**src/sv/tss_pkg.sv**
```systemverilog
// Shared types and constants of the threshold split search block.
`timescale 1ns / 1ps
`default_nettype none
package tss_pkg;

   localparam int DEF_MAX_OBSERVATIONS = 4096;
   localparam int DEF_MAX_VARIABLES    = 16;
   localparam int QUEUE_DEPTH          = 4;

   localparam int CNT_W   = 13;
   localparam int SUM_W   = 28;
   localparam int LSUM_W  = 29;
   localparam int KEY_W   = 16;
   localparam int RESP_W  = 16;
   localparam int VAR_W   = 5;
   localparam int SCORE_W = 44;

   localparam logic [SCORE_W-1:0] SCORE_MAX = {SCORE_W{1'b1}};

   typedef enum logic [1:0] {
      CSR_TOTAL_COUNT = 2'd0,
      CSR_TOTAL_SUM   = 2'd1,
      CSR_MIN_CHILD   = 2'd2
   } csr_index_type;

   typedef struct packed {
      logic [CNT_W-1:0]        count;
      logic signed [SUM_W-1:0] sum;
      logic [CNT_W-1:0]        min_child;
   } cfg_type;

   typedef struct packed {
      logic                     has_cut;
      logic                     is_last;
      logic [CNT_W-1:0]         left_count;
      logic signed [LSUM_W-1:0] left_sum;
      logic [VAR_W-1:0]         variable;
      logic signed [KEY_W-1:0]  threshold;
   } job_type;

   typedef enum logic [3:0] {
      B_IDLE,
      B_PROD,
      B_DIFF,
      B_SQ0,
      B_SQ1,
      B_SQ2,
      B_DIVINIT,
      B_DIV,
      B_UPD,
      B_OUT
   } back_state_type;

endpackage
`default_nettype wire

```
**src/sv/tss_queue.sv**
```systemverilog
// Short FIFO of classified jobs between the front and back ends.
`timescale 1ns / 1ps
`default_nettype none
module tss_queue #(
   parameter int DEPTH = tss_pkg::QUEUE_DEPTH
) (
   input  wire              clock,
   input  wire              reset,
   input  wire              push,
   input  tss_pkg::job_type push_job,
   input  wire              pop,
   output tss_pkg::job_type head,
   output logic             empty,
   output logic             full
);
   import tss_pkg::*;

   localparam int PTR_W = (DEPTH > 1) ? $clog2(DEPTH) : 1;

   job_type              slots_ff [DEPTH];
   logic [PTR_W-1:0]     wr_ff, rd_ff;
   logic [PTR_W:0]       cnt_ff;

   assign empty = (cnt_ff == '0);
   assign full  = (cnt_ff == (PTR_W+1)'(DEPTH));
   assign head  = slots_ff[rd_ff];

   always_ff @(posedge clock) begin
      if (push) begin
         slots_ff[wr_ff] <= push_job;
      end
   end

   always_ff @(posedge clock) begin
      if (reset) begin
         wr_ff  <= '0;
         rd_ff  <= '0;
         cnt_ff <= '0;
      end else begin
         if (push) begin
            wr_ff <= (wr_ff == PTR_W'(DEPTH-1)) ? '0 : wr_ff + 1'b1;
         end
         if (pop) begin
            rd_ff <= (rd_ff == PTR_W'(DEPTH-1)) ? '0 : rd_ff + 1'b1;
         end
         cnt_ff <= cnt_ff + (PTR_W+1)'(push) - (PTR_W+1)'(pop);
      end
   end

   a_no_overflow: assert property (@(posedge clock) disable iff (reset)
      (full && !pop) |-> !push) else $error("queue overflow");
   a_no_underflow: assert property (@(posedge clock) disable iff (reset)
      empty |-> !pop) else $error("queue underflow");
   a_count_range: assert property (@(posedge clock) disable iff (reset)
      cnt_ff <= (PTR_W+1)'(DEPTH)) else $error("queue count out of range");

endmodule
`default_nettype wire

```
**config.mk**
```make
export PLATFORM = sky130hd
export DESIGN_NAME = tss_queue
export DESIGN_NICKNAME = d
export VERILOG_FILES = /design/src/sv/tss_pkg.sv /design/src/sv/tss_queue.sv
export SDC_FILE = /design/constraint.sdc
export NUM_CORES = 1
export LEC_CHECK = 0
export ABC_AREA = 1
export BUFFER_PORTS_ARGS = -buffer_cell sky130_fd_sc_hd__buf_2
export CAP_MARGIN = 20
export CORE_MARGIN = 10
export CORE_UTILIZATION = 42
export DETAILED_ROUTE_END_ITERATION = 8
export REMOVE_ABC_BUFFERS = 1
export SETUP_SLACK_MARGIN = 0.5
export SLEW_MARGIN = 20
export SYNTH_ARGS = -nofsm -noshare
export SYNTH_HDL_FRONTEND = slang
export SYNTH_SLANG_ARGS = --single-unit
```
**constraint.sdc**
```tcl
create_clock -name clock -period 3.2 [get_ports clock]
set_clock_uncertainty 0.2 [all_clocks]
set_input_delay 0.32 -clock clock [delete_from_list [all_inputs] [get_ports clock]]
set_output_delay 0.32 -clock clock [all_outputs]
set_load 0.03 [all_outputs]
```
==> results_dict.tcl <==
set metrics [dict create \
    hold_start "rd_ff[0]" \
    switching_power_mw 2.08 \
    tightest_slew_ps 534 \
    drc 0 \
    start_util 0.426 \
    yosysSeqAreaShare 0.722 \
    max_cap_viol_count 0 \
    ys_ff_latch 269 \
    die_y_um 182 \
    dp.final_hpwl_mm 14.1 \
    wirelength_mm 22.6 \
    num_vias 6514 \
    rows 59 \
    internal-power_mw 6.44 \
    syn_area_mm2 0.0111 \
    io_pins 136 \
    reg2reg_slack_ps 1090 \
    cts.clk_slew.worst_paths_ps 60 \
    leakage_nw 5.39 \
    fp.dieW_um 182 \
    gr-usage-met3 0.0301 \
    yosysUniqueCellTypes 18 \
    drtIter0Drc 413 \
    cp_max_fo 80 \
    post_synth_inst_count 819 \
    setup_violations 0 \
    relSlewSlack 0.644 \
    placed_area_mm2 0.0121 \
    fill_cells 2205 \
    core_area_mm2 0.0260 \
    power_mw 8.52 \
    vdd_drop_max_mv 0.362 \
    pwr-share-clk 0.386 \
    grtUsageMet1 0.172 \
    worst_setup_path_start_kind "flip-flop" \
    worst_r2r_endpoint "slots_ff[0][26]" \
    swShare 0.244 \
    p_per_area_mw_per_mm2 619 \
    cp_slowest_cell "dfxtp_4" \
    syn_avg_cell_area_um2 13.5 \
    rsz0062_at_grt "false" \
    tns_ps 0 \
    holdCritPathClass "reg -> reg" \
    grt_pass1_vias 6616 \
    clk_latency_ps 530 \
    period_needed_ps 2500 \
    final_nets 1107 \
    critPathKind "reg -> out" \
    clockBufferDepth 3 \
    finalCritPeriodShare 0.780 \
    cp-end-kind "output port" \
    port_buffers 135 \
    syn2layout_area_growth_pct 24.3 \
    htree_num_levels 1 \
    layout_setup_ws_ps 704 \
    critPathArrivalTime_ps 1980 \
    routabilityCongestion 0.744 \
    cp_cell_sequence "buf_12 -> a21oi_1 -> o21ai_0 -> nand2_1 -> buf_2" \
    layout-drive-gt1-share 0.264 \
    top_usage_layer "met2" \
    power_frac_seq 0.481 \
    timing.rr.start "wr_ff[0]" \
    fmax_ghz 0.401 \
    grtUsageTotal 0.132 \
    slew_viol_final 0 \
    placed_cells_incl_taps 1264 \
    hold_slack_ps 328 \
    final_util 0.530 \
    whs_path_depth 2 \
    dp_slack_ps 1010 \
    cp_data_required_time_ps 2680 \
    hold_viol 0 \
    cpPeakStageDelay_ps 520 \
    comb_power_share 0.133 \
    fin_cells 1390 \
    wl_per_cell_um 16.2 \
    yosys_warnings 0 \
    ff2ff_path_depth 5 \
    cts_buffers 28 \
    die-area_mm2 0.0332 \
    grt_pass1_wl_mm 35.6 \
    cts_tree "done" \
    via_per_inst 4.69 \
    met2_usage 0.216 \
    cp_top_family "buffers and inverters" \
    finalInstanceArea_mm2 0.0138 \
    ant_nets 0 \
    clkSinkCount 269 \
    outcome "complete, no violations" \
    critPathBufInv 2 \
    clock-root-buffer "clkbuf_16" \
    grt_max_degree 81 \
    grt_overflow_total 0 \
    antenna_found_initial 4 \
    firstDrtPassIters 5 \
]
## repair_timing
action | 4_1_cts | 5_1_grt
setup endpoints to repair | 25 | 50
hold buffers | 69 | 0
buffers inserted | 0 | 2
pin swaps | 0 | 0
gates cloned | 0 | 0
endpoints found under the hold margin | 269 | 0
gates resized for setup | 3 | 0
## layout by cell type (no fill, tap or decap), types with 29 or more instances in the layout
cell,count
a21oi_1,58
buf_2,135
clkbuf_16,29
dlygate4sd3_1,69
edfxtp_1,260
inv_1,143
nand2_1,139
o211ai_2,65
o21ai_0,32
o21ai_1,36
## state kept, by name, summed over array words and instances, names as in the netlist, named ones only
signal	count
slots_ff	260
wr_ff	2
cnt_ff	3
rd_ff	2
## cells by family after synthesis
| group | share of synthesized area |
|---|---|
| flops | 0.722 |
| compound gates | 0.138 |
| buf+inv | 0.0788 |
| simple gates | 0.0514 |
| fa+ha+maj | 0.00972 |
## tightest hold or removal path, delay by kind of cell, from the launching register on
kind / cells / cell delay, ps
flops: 1 / 320
compound gates: 1 / 80
simple gates: 1 / 70
## power by group through the flow
stage	clock [mW]	combinational, mW	sequential, mW
floorplan	0	0.641	4.25
global placement	0	1.05	4.18
detailed placement	0	1.06	4.18
CTS	3.38	1.13	4.11
global route	3.54	1.25	4.11
finish	3.29	1.13	4.10
## synthesized netlist by cell type
cell / count / share of area
edfxtp_1: 260 / 0.71
inv_1: 147 / 0.050
nand2_1: 139 / 0.047
o211ai_2: 65 / 0.073
a21oi_1: 58 / 0.026
o21ai_1: 36 / 0.016
o21ai_0: 32 / 0.014
buf_2: 19 / 0.0086
buf_6: 14 / 0.014
a21oi_2: 10 / 0.0079
nor2_1: 10 / 0.0034
dfxtp_1: 9 / 0.016
buf_4: 8 / 0.0054
ha_1: 7 / 0.0079
clkbuf_1: 2 / 0.00068
fa_1: 1 / 0.0018
nand3_1: 1 / 0.00045
nor3_1: 1 / 0.00045
## worst max-delay path by stage
stage,slack (ps),to,cells past startpoint
floorplan,-3680,head[0],2
global route,520,head[50],5
CTS,500,head[47],4
detailed placement,1010,head[59],5
finish,700,head[6],5
global placement,1000,head[59],5
## routing by layer
layer | routed length, µm | share of wire
met2 | 10700 | 0.47
met4 | 376 | 0.017
met3 | 1210 | 0.054
met1 | 10300 | 0.46
met5 | 0 | 0
## cell type report
cell class / count / area (µm²) / share of cell area
Antenna cell: 4 / 10.0 / 0.000727
Clock buffer: 34 / 744 / 0.0541
Clock inverter: 17 / 204 / 0.0148
Inverter: 147 / 557 / 0.0405
Multi-Input combinational cell: 360 / 2210 / 0.160
Sequential cell: 269 / 8000 / 0.581
Tap cell: 335 / 419 / 0.0305
Timing Repair Buffer: 224 / 1620 / 0.118
No activity file was read; power rests on OpenSTA's default activity.
