--- src/sv/tss_pkg.sv ---
// Shared types and constants of the threshold split search block.
`timescale 1ns / 1ps
`default_nettype none
package tss_pkg;

   localparam int DEF_MAX_OBSERVATIONS = 4096;
   localparam int DEF_MAX_VARIABLES    = 16;
   localparam int QUEUE_DEPTH          = 4;

   localparam int CNT_W   = 13;
   localparam int SUM_W   = 28;
   localparam int LSUM_W  = 29;
   localparam int KEY_W   = 16;
   localparam int RESP_W  = 16;
   localparam int VAR_W   = 5;
   localparam int SCORE_W = 44;

   localparam logic [SCORE_W-1:0] SCORE_MAX = {SCORE_W{1'b1}};

   typedef enum logic [1:0] {
      CSR_TOTAL_COUNT = 2'd0,
      CSR_TOTAL_SUM   = 2'd1,
      CSR_MIN_CHILD   = 2'd2
   } csr_index_type;

   typedef struct packed {
      logic [CNT_W-1:0]        count;
      logic signed [SUM_W-1:0] sum;
      logic [CNT_W-1:0]        min_child;
   } cfg_type;

   typedef struct packed {
      logic                     has_cut;
      logic                     is_last;
      logic [CNT_W-1:0]         left_count;
      logic signed [LSUM_W-1:0] left_sum;
      logic [VAR_W-1:0]         variable;
      logic signed [KEY_W-1:0]  threshold;
   } job_type;

   typedef enum logic [3:0] {
      B_IDLE,
      B_PROD,
      B_DIFF,
      B_SQ0,
      B_SQ1,
      B_SQ2,
      B_DIVINIT,
      B_DIV,
      B_UPD,
      B_OUT
   } back_state_type;

endpackage
`default_nettype wire

--- src/sv/tss_front.sv ---
// Front end: tracks running left statistics and classifies each observation.
`timescale 1ns / 1ps
`default_nettype none
module tss_front #(
   parameter int MAX_OBSERVATIONS = tss_pkg::DEF_MAX_OBSERVATIONS,
   parameter int MAX_VARIABLES    = tss_pkg::DEF_MAX_VARIABLES
) (
   input  wire                                clock,
   input  wire                                reset,
   input  tss_pkg::cfg_type                   cfg,
   input  wire                                accept,
   input  wire signed [tss_pkg::RESP_W-1:0]   response,
   input  wire signed [tss_pkg::KEY_W-1:0]    key,
   input  wire                                new_variable,
   input  wire                                last_item,
   output logic                               push,
   output tss_pkg::job_type                   job
);
   import tss_pkg::*;

   localparam logic [CNT_W-1:0] CNT_CAP =
      CNT_W'((MAX_OBSERVATIONS < 8191) ? MAX_OBSERVATIONS : 8191);
   localparam logic [VAR_W-1:0] VAR_CAP =
      VAR_W'((MAX_VARIABLES < 31) ? MAX_VARIABLES : 31);

   logic [CNT_W-1:0]         lc_ff, lc_in;
   logic signed [LSUM_W-1:0] ls_ff, ls_in;
   logic signed [KEY_W-1:0]  pk_ff, pk_in;
   logic [VAR_W-1:0]         vc_ff, vc_in;

   logic                     start;
   logic signed [CNT_W:0]    nr;
   logic                     cut_ok;
   logic [CNT_W-1:0]         lc_base;
   logic signed [LSUM_W-1:0] ls_base;
   logic signed [KEY_W:0]    key_sum;

   always_comb begin
      start   = new_variable || (vc_ff == '0);
      nr      = $signed({1'b0, cfg.count}) - $signed({1'b0, lc_ff});
      cut_ok  = !start && (key != pk_ff) && (lc_ff != '0) && (nr >= 1)
                && (lc_ff >= cfg.min_child)
                && (nr >= $signed({1'b0, cfg.min_child}));
      key_sum = KEY_W'(0) + ({pk_ff[KEY_W-1], pk_ff} + {key[KEY_W-1], key});

      job.has_cut    = cut_ok;
      job.is_last    = last_item;
      job.left_count = lc_ff;
      job.left_sum   = ls_ff;
      job.variable   = vc_ff;
      job.threshold  = key_sum[KEY_W:1];
      push           = accept && (cut_ok || last_item);

      lc_base = start ? '0 : lc_ff;
      ls_base = start ? '0 : ls_ff;
      lc_in   = (lc_base < CNT_CAP) ? lc_base + 1'b1 : lc_base;
      ls_in   = ls_base + LSUM_W'(response);
      vc_in   = (start && (vc_ff < VAR_CAP)) ? vc_ff + 1'b1 : vc_ff;
      pk_in   = key;
      if (last_item) begin
         lc_in = '0;
         ls_in = '0;
         vc_in = '0;
         pk_in = '0;
      end
   end

   always_ff @(posedge clock) begin
      if (reset) begin
         lc_ff <= '0;
         ls_ff <= '0;
         pk_ff <= '0;
         vc_ff <= '0;
      end else if (accept) begin
         lc_ff <= lc_in;
         ls_ff <= ls_in;
         pk_ff <= pk_in;
         vc_ff <= vc_in;
      end
   end

endmodule
`default_nettype wire

--- config.mk ---
export PLATFORM = sky130hd
export DESIGN_NAME = tss_front
export DESIGN_NICKNAME = d
export VERILOG_FILES = /design/src/sv/tss_pkg.sv /design/src/sv/tss_front.sv
export SDC_FILE = /design/constraint.sdc
export NUM_CORES = 1
export LEC_CHECK = 0
export ABC_AREA = 1
export BUFFER_PORTS_ARGS = -buffer_cell sky130_fd_sc_hd__buf_2
export CAP_MARGIN = 0
export CORE_MARGIN = 10
export CORE_UTILIZATION = 40
export CTS_CLUSTER_SIZE = 8
export DETAILED_ROUTE_END_ITERATION = 10
export GPL_TIMING_DRIVEN = 0
export SYNTH_ARGS = -nofsm -noshare
export SYNTH_HDL_FRONTEND = slang
export SYNTH_SLANG_ARGS = --single-unit
--- constraint.sdc ---
create_clock -name clock -period 9.31 [get_ports clock]
set_clock_uncertainty 0.2 [all_clocks]
set_input_delay 0.931 -clock clock [delete_from_list [all_inputs] [get_ports clock]]
set_output_delay 0.931 -clock clock [all_outputs]
set_load 0.03 [all_outputs]
==> run summary <==
Detail Placement HPWL = 17800 µm
Final Power = 0.927 mW
vias in the first global route = 7124
R2R depth = 17
Peak VDD IR = 0.0669 mV
vias = 7393
Worst R2R End = ls_ff[16]$_SDFFE_PP0P_
simple-gate share of the synthesized area = 33.0%
Synth Area in XOR/XNOR = 2.81%
Gate power share = 25.0%
Synth async-reset ratio = 0%
syn_area_per_cell = 6.20 µm²
Synth top area share = 18.7%
Hold Crit Start = pk_ff[14]$_SDFFE_PP0P_
worst slew pin tran = 583 ps
clock buffer depth = 2
Worst setup SP type = primary input
Worst-Skew Late Latency = 340 ps
WL final = 21400 µm
Hold Crit Class = flip-flop to flip-flop
Post-synth EDFFs = 0
H-tree depth = 3
RSZ-0062 raised after global routing = false
Reg clk slew, reported paths = 60 ps
die footprint = 22500 µm²
post-synthesis register bit count = 63
P_sw = 0.296 mW
most common flop cell mapped by yosys = dfxtp_1
top cell type by total area after synthesis = dfxtp_1
Setup Total Neg Slack = 0 ps
status = finished clean
layout cells sized above 1 = 15.9%
final net count = 1407
end of the critical path = push
P per Cell Area = 115 nW/µm²
Static Leak = 3.95 nW
first-pass GRT wire length = 35300 µm
worst-path maximum fanout = 3
Initial Util = 40.7%
core area = 16600 µm²
die span in x = 150 µm
# IOs = 157
fmax = 203 MHz
largest net degree at the start of global routing = 15
Tmin final = 4930 ps
post-cts resize count = 0
Seq/Total Area, Yosys = 18.7%
global placer's final weighted congestion = 0.954
area of the mapped netlist = 6760 µm²
Die Height = 150 µm
r2r setup slk = 5570 ps
antenna fix cells = 0
Port Buffers = 128
kind of critical path = primary input to output pin
clk root buf = clkbuf_16
DRT Pass-1 Iters = 5
CTS sink count = 63
multiplexer area fraction after synthesis = 0%
Pint = 0.631 mW
Setup Viol. Count Final = 0
antenna-violating nets left = 0
GRT overflow = 0
Synth Warn # = 0
Num CTS Buffers = 9
final-report max-slew violation count = 0
main combinational cell family by area after synthesis = simple AND/OR/NAND/NOR gates
Clk pwr share = 44.3%
Final Hold Fails = 0
Crit. Startpoint = cfg[41]
antenna violations before repair = 0
Reg-to-Reg Start = vc_ff[0]$_SDFFE_PP0P_
Global Route Usage Sum = 19.2%
DR iter-0 viols = 403
Worst slew margin = 61.1%
Post-Synth Adder-Cell Area = 16.4%
final cycle utilization of the critical path = 53.0%
sequential share of power = 30.6%
TritonCTS clock tree = built
Sw Share = 31.9%
Vias/cell = 5.08
number of post-CTS setup repair buffers = 0
routed len/inst = 14.7 µm
crit path DAT = 3800 ps
Mapped Cells = 1090
largest cells by area after synthesis = dfxtp_1, ha_1, nand2_1
Compound-Gate Fraction of Synth Area = 18.7%
syn nets = 1268
Layout Area Growth over Synthesis = 18.8%
Worst setup EP type = output pin
drt drc = 0
max cap viols = 0
Worst Path Required = 8180 ps
cts hold-fix bufs = 0
Netlist cell types = 47
number of placement rows = 47
power by group through the flow:
stage / Clock [mW] / Sequential, mW / Combinational (mW)
after floorplan: 0 / 0.300 / 0.151
after global placement: 0 / 0.290 / 0.232
after detailed placement: 0 / 0.290 / 0.233
after CTS: 0.419 / 0.284 / 0.234
after global routing: 0.432 / 0.285 / 0.263
final: 0.411 / 0.284 / 0.232
state kept, by name (all words and copies together), names as in the netlist:
register	count
ls_ff	29
pk_ff	16
lc_ff	13
vc_ff	5
per-stage QoR:
step                instances  setup WS, ps  area (µm²)  util [%]  hold slack (ps)
floorplan                1090          4810        6760         -              249
global placement         1438          4370        7670      46.3              258
detailed placement       1438          4360        7670      46.3              261
CTS                      1454          4350        8030      48.4              270
global route             1454          4100        8030      48.4              287
finish                   1454          4380        8030      48.4              267
placed cells by master (no fill, tap or decap), drive strengths merged, types with 3 or more instances in the layout:
master,netlist,final
o21ai,61,61
inv,159,159
fa,3,3
nand4,29,29
xor2,14,14
o21a,7,7
nand3b,7,7
bufinv,0,3
a21boi,5,5
o21bai,7,7
a31oi,4,4
xnor2,6,6
nand3,61,61
dfxtp,63,63
nand2,267,267
a21oi,138,138
clkbuf,18,29
nor3,14,14
buf,6,134
nor4,5,5
ha,84,84
nor2,122,122
cells in the mapped netlist (12+ instances only):
cell type / count
ha_1: 84
a21oi_1: 135
inv_1: 152
nand4_1: 28
o21ai_0: 44
nor3_1: 13
nand2_1: 255
clkbuf_1: 18
nor2_1: 115
o21ai_1: 14
xor2_1: 12
nand3_1: 57
dfxtp_1: 63
worst max-delay path, stage by stage:
cell and delay [ps]:
buf_2 70, inv_1 30, ha_1 210, fa_1 400, inv_1 130, nand3_1 100, nand3_1 120, nand2_1 80
ha_1 270, nand2_1 70, nor2_1 140, o21ai_0 100, nand3_1 150, nand2_1 100, nand3_1 80, nand2_1 50
nand3_1 70, nand2_1 50, nand2_1 50, nand3_1 190, a21oi_1 180, buf_2 240
metal layers:
metal	GRT usage [%]	part of all wire, %	routed length, µm
met1	26.3	49	10600
met2	29.1	42	9100
met3	4.65	6.8	1450
met4	5.69	1.4	308
met5	0	0	0
worst min-delay path by stage:
| stage | cells after the start | to | slack (ps) |
|---|---|---|---|
| 6_report | 2 | pk_ff[14]$_SDFFE_PP0P_ | 270 |
| 5_1_grt | 2 | pk_ff[14]$_SDFFE_PP0P_ | 290 |
| 4_1_cts | 2 | pk_ff[14]$_SDFFE_PP0P_ | 270 |
| 3_5_place_dp | 2 | pk_ff[14]$_SDFFE_PP0P_ | 260 |
| 3_3_place_gp | 2 | pk_ff[0]$_SDFFE_PP0P_ | 260 |
| 2_1_floorplan | 2 | pk_ff[0]$_SDFFE_PP0P_ | 250 |
layout make-up:
cell class	count	area, µm²
Buffer	24	109
Sequential cell	63	1260
Timing Repair Buffer	128	641
Multi-Input combinational cell	844	4790
Tap cell	220	275
Fill cell	1862	8550
Clock buffer	11	253
Inverter	159	597
Clock inverter	5	104
cell families after synthesis:
family | Yosys count
AND/OR/NAND/NOR | 507
AO/OA/AOI/OAI | 230
buffers and inverters | 183
adder cells (fa/ha/maj) | 87
flip-flops | 63
XOR/XNOR | 20
(Power assumes the default switching activity.)
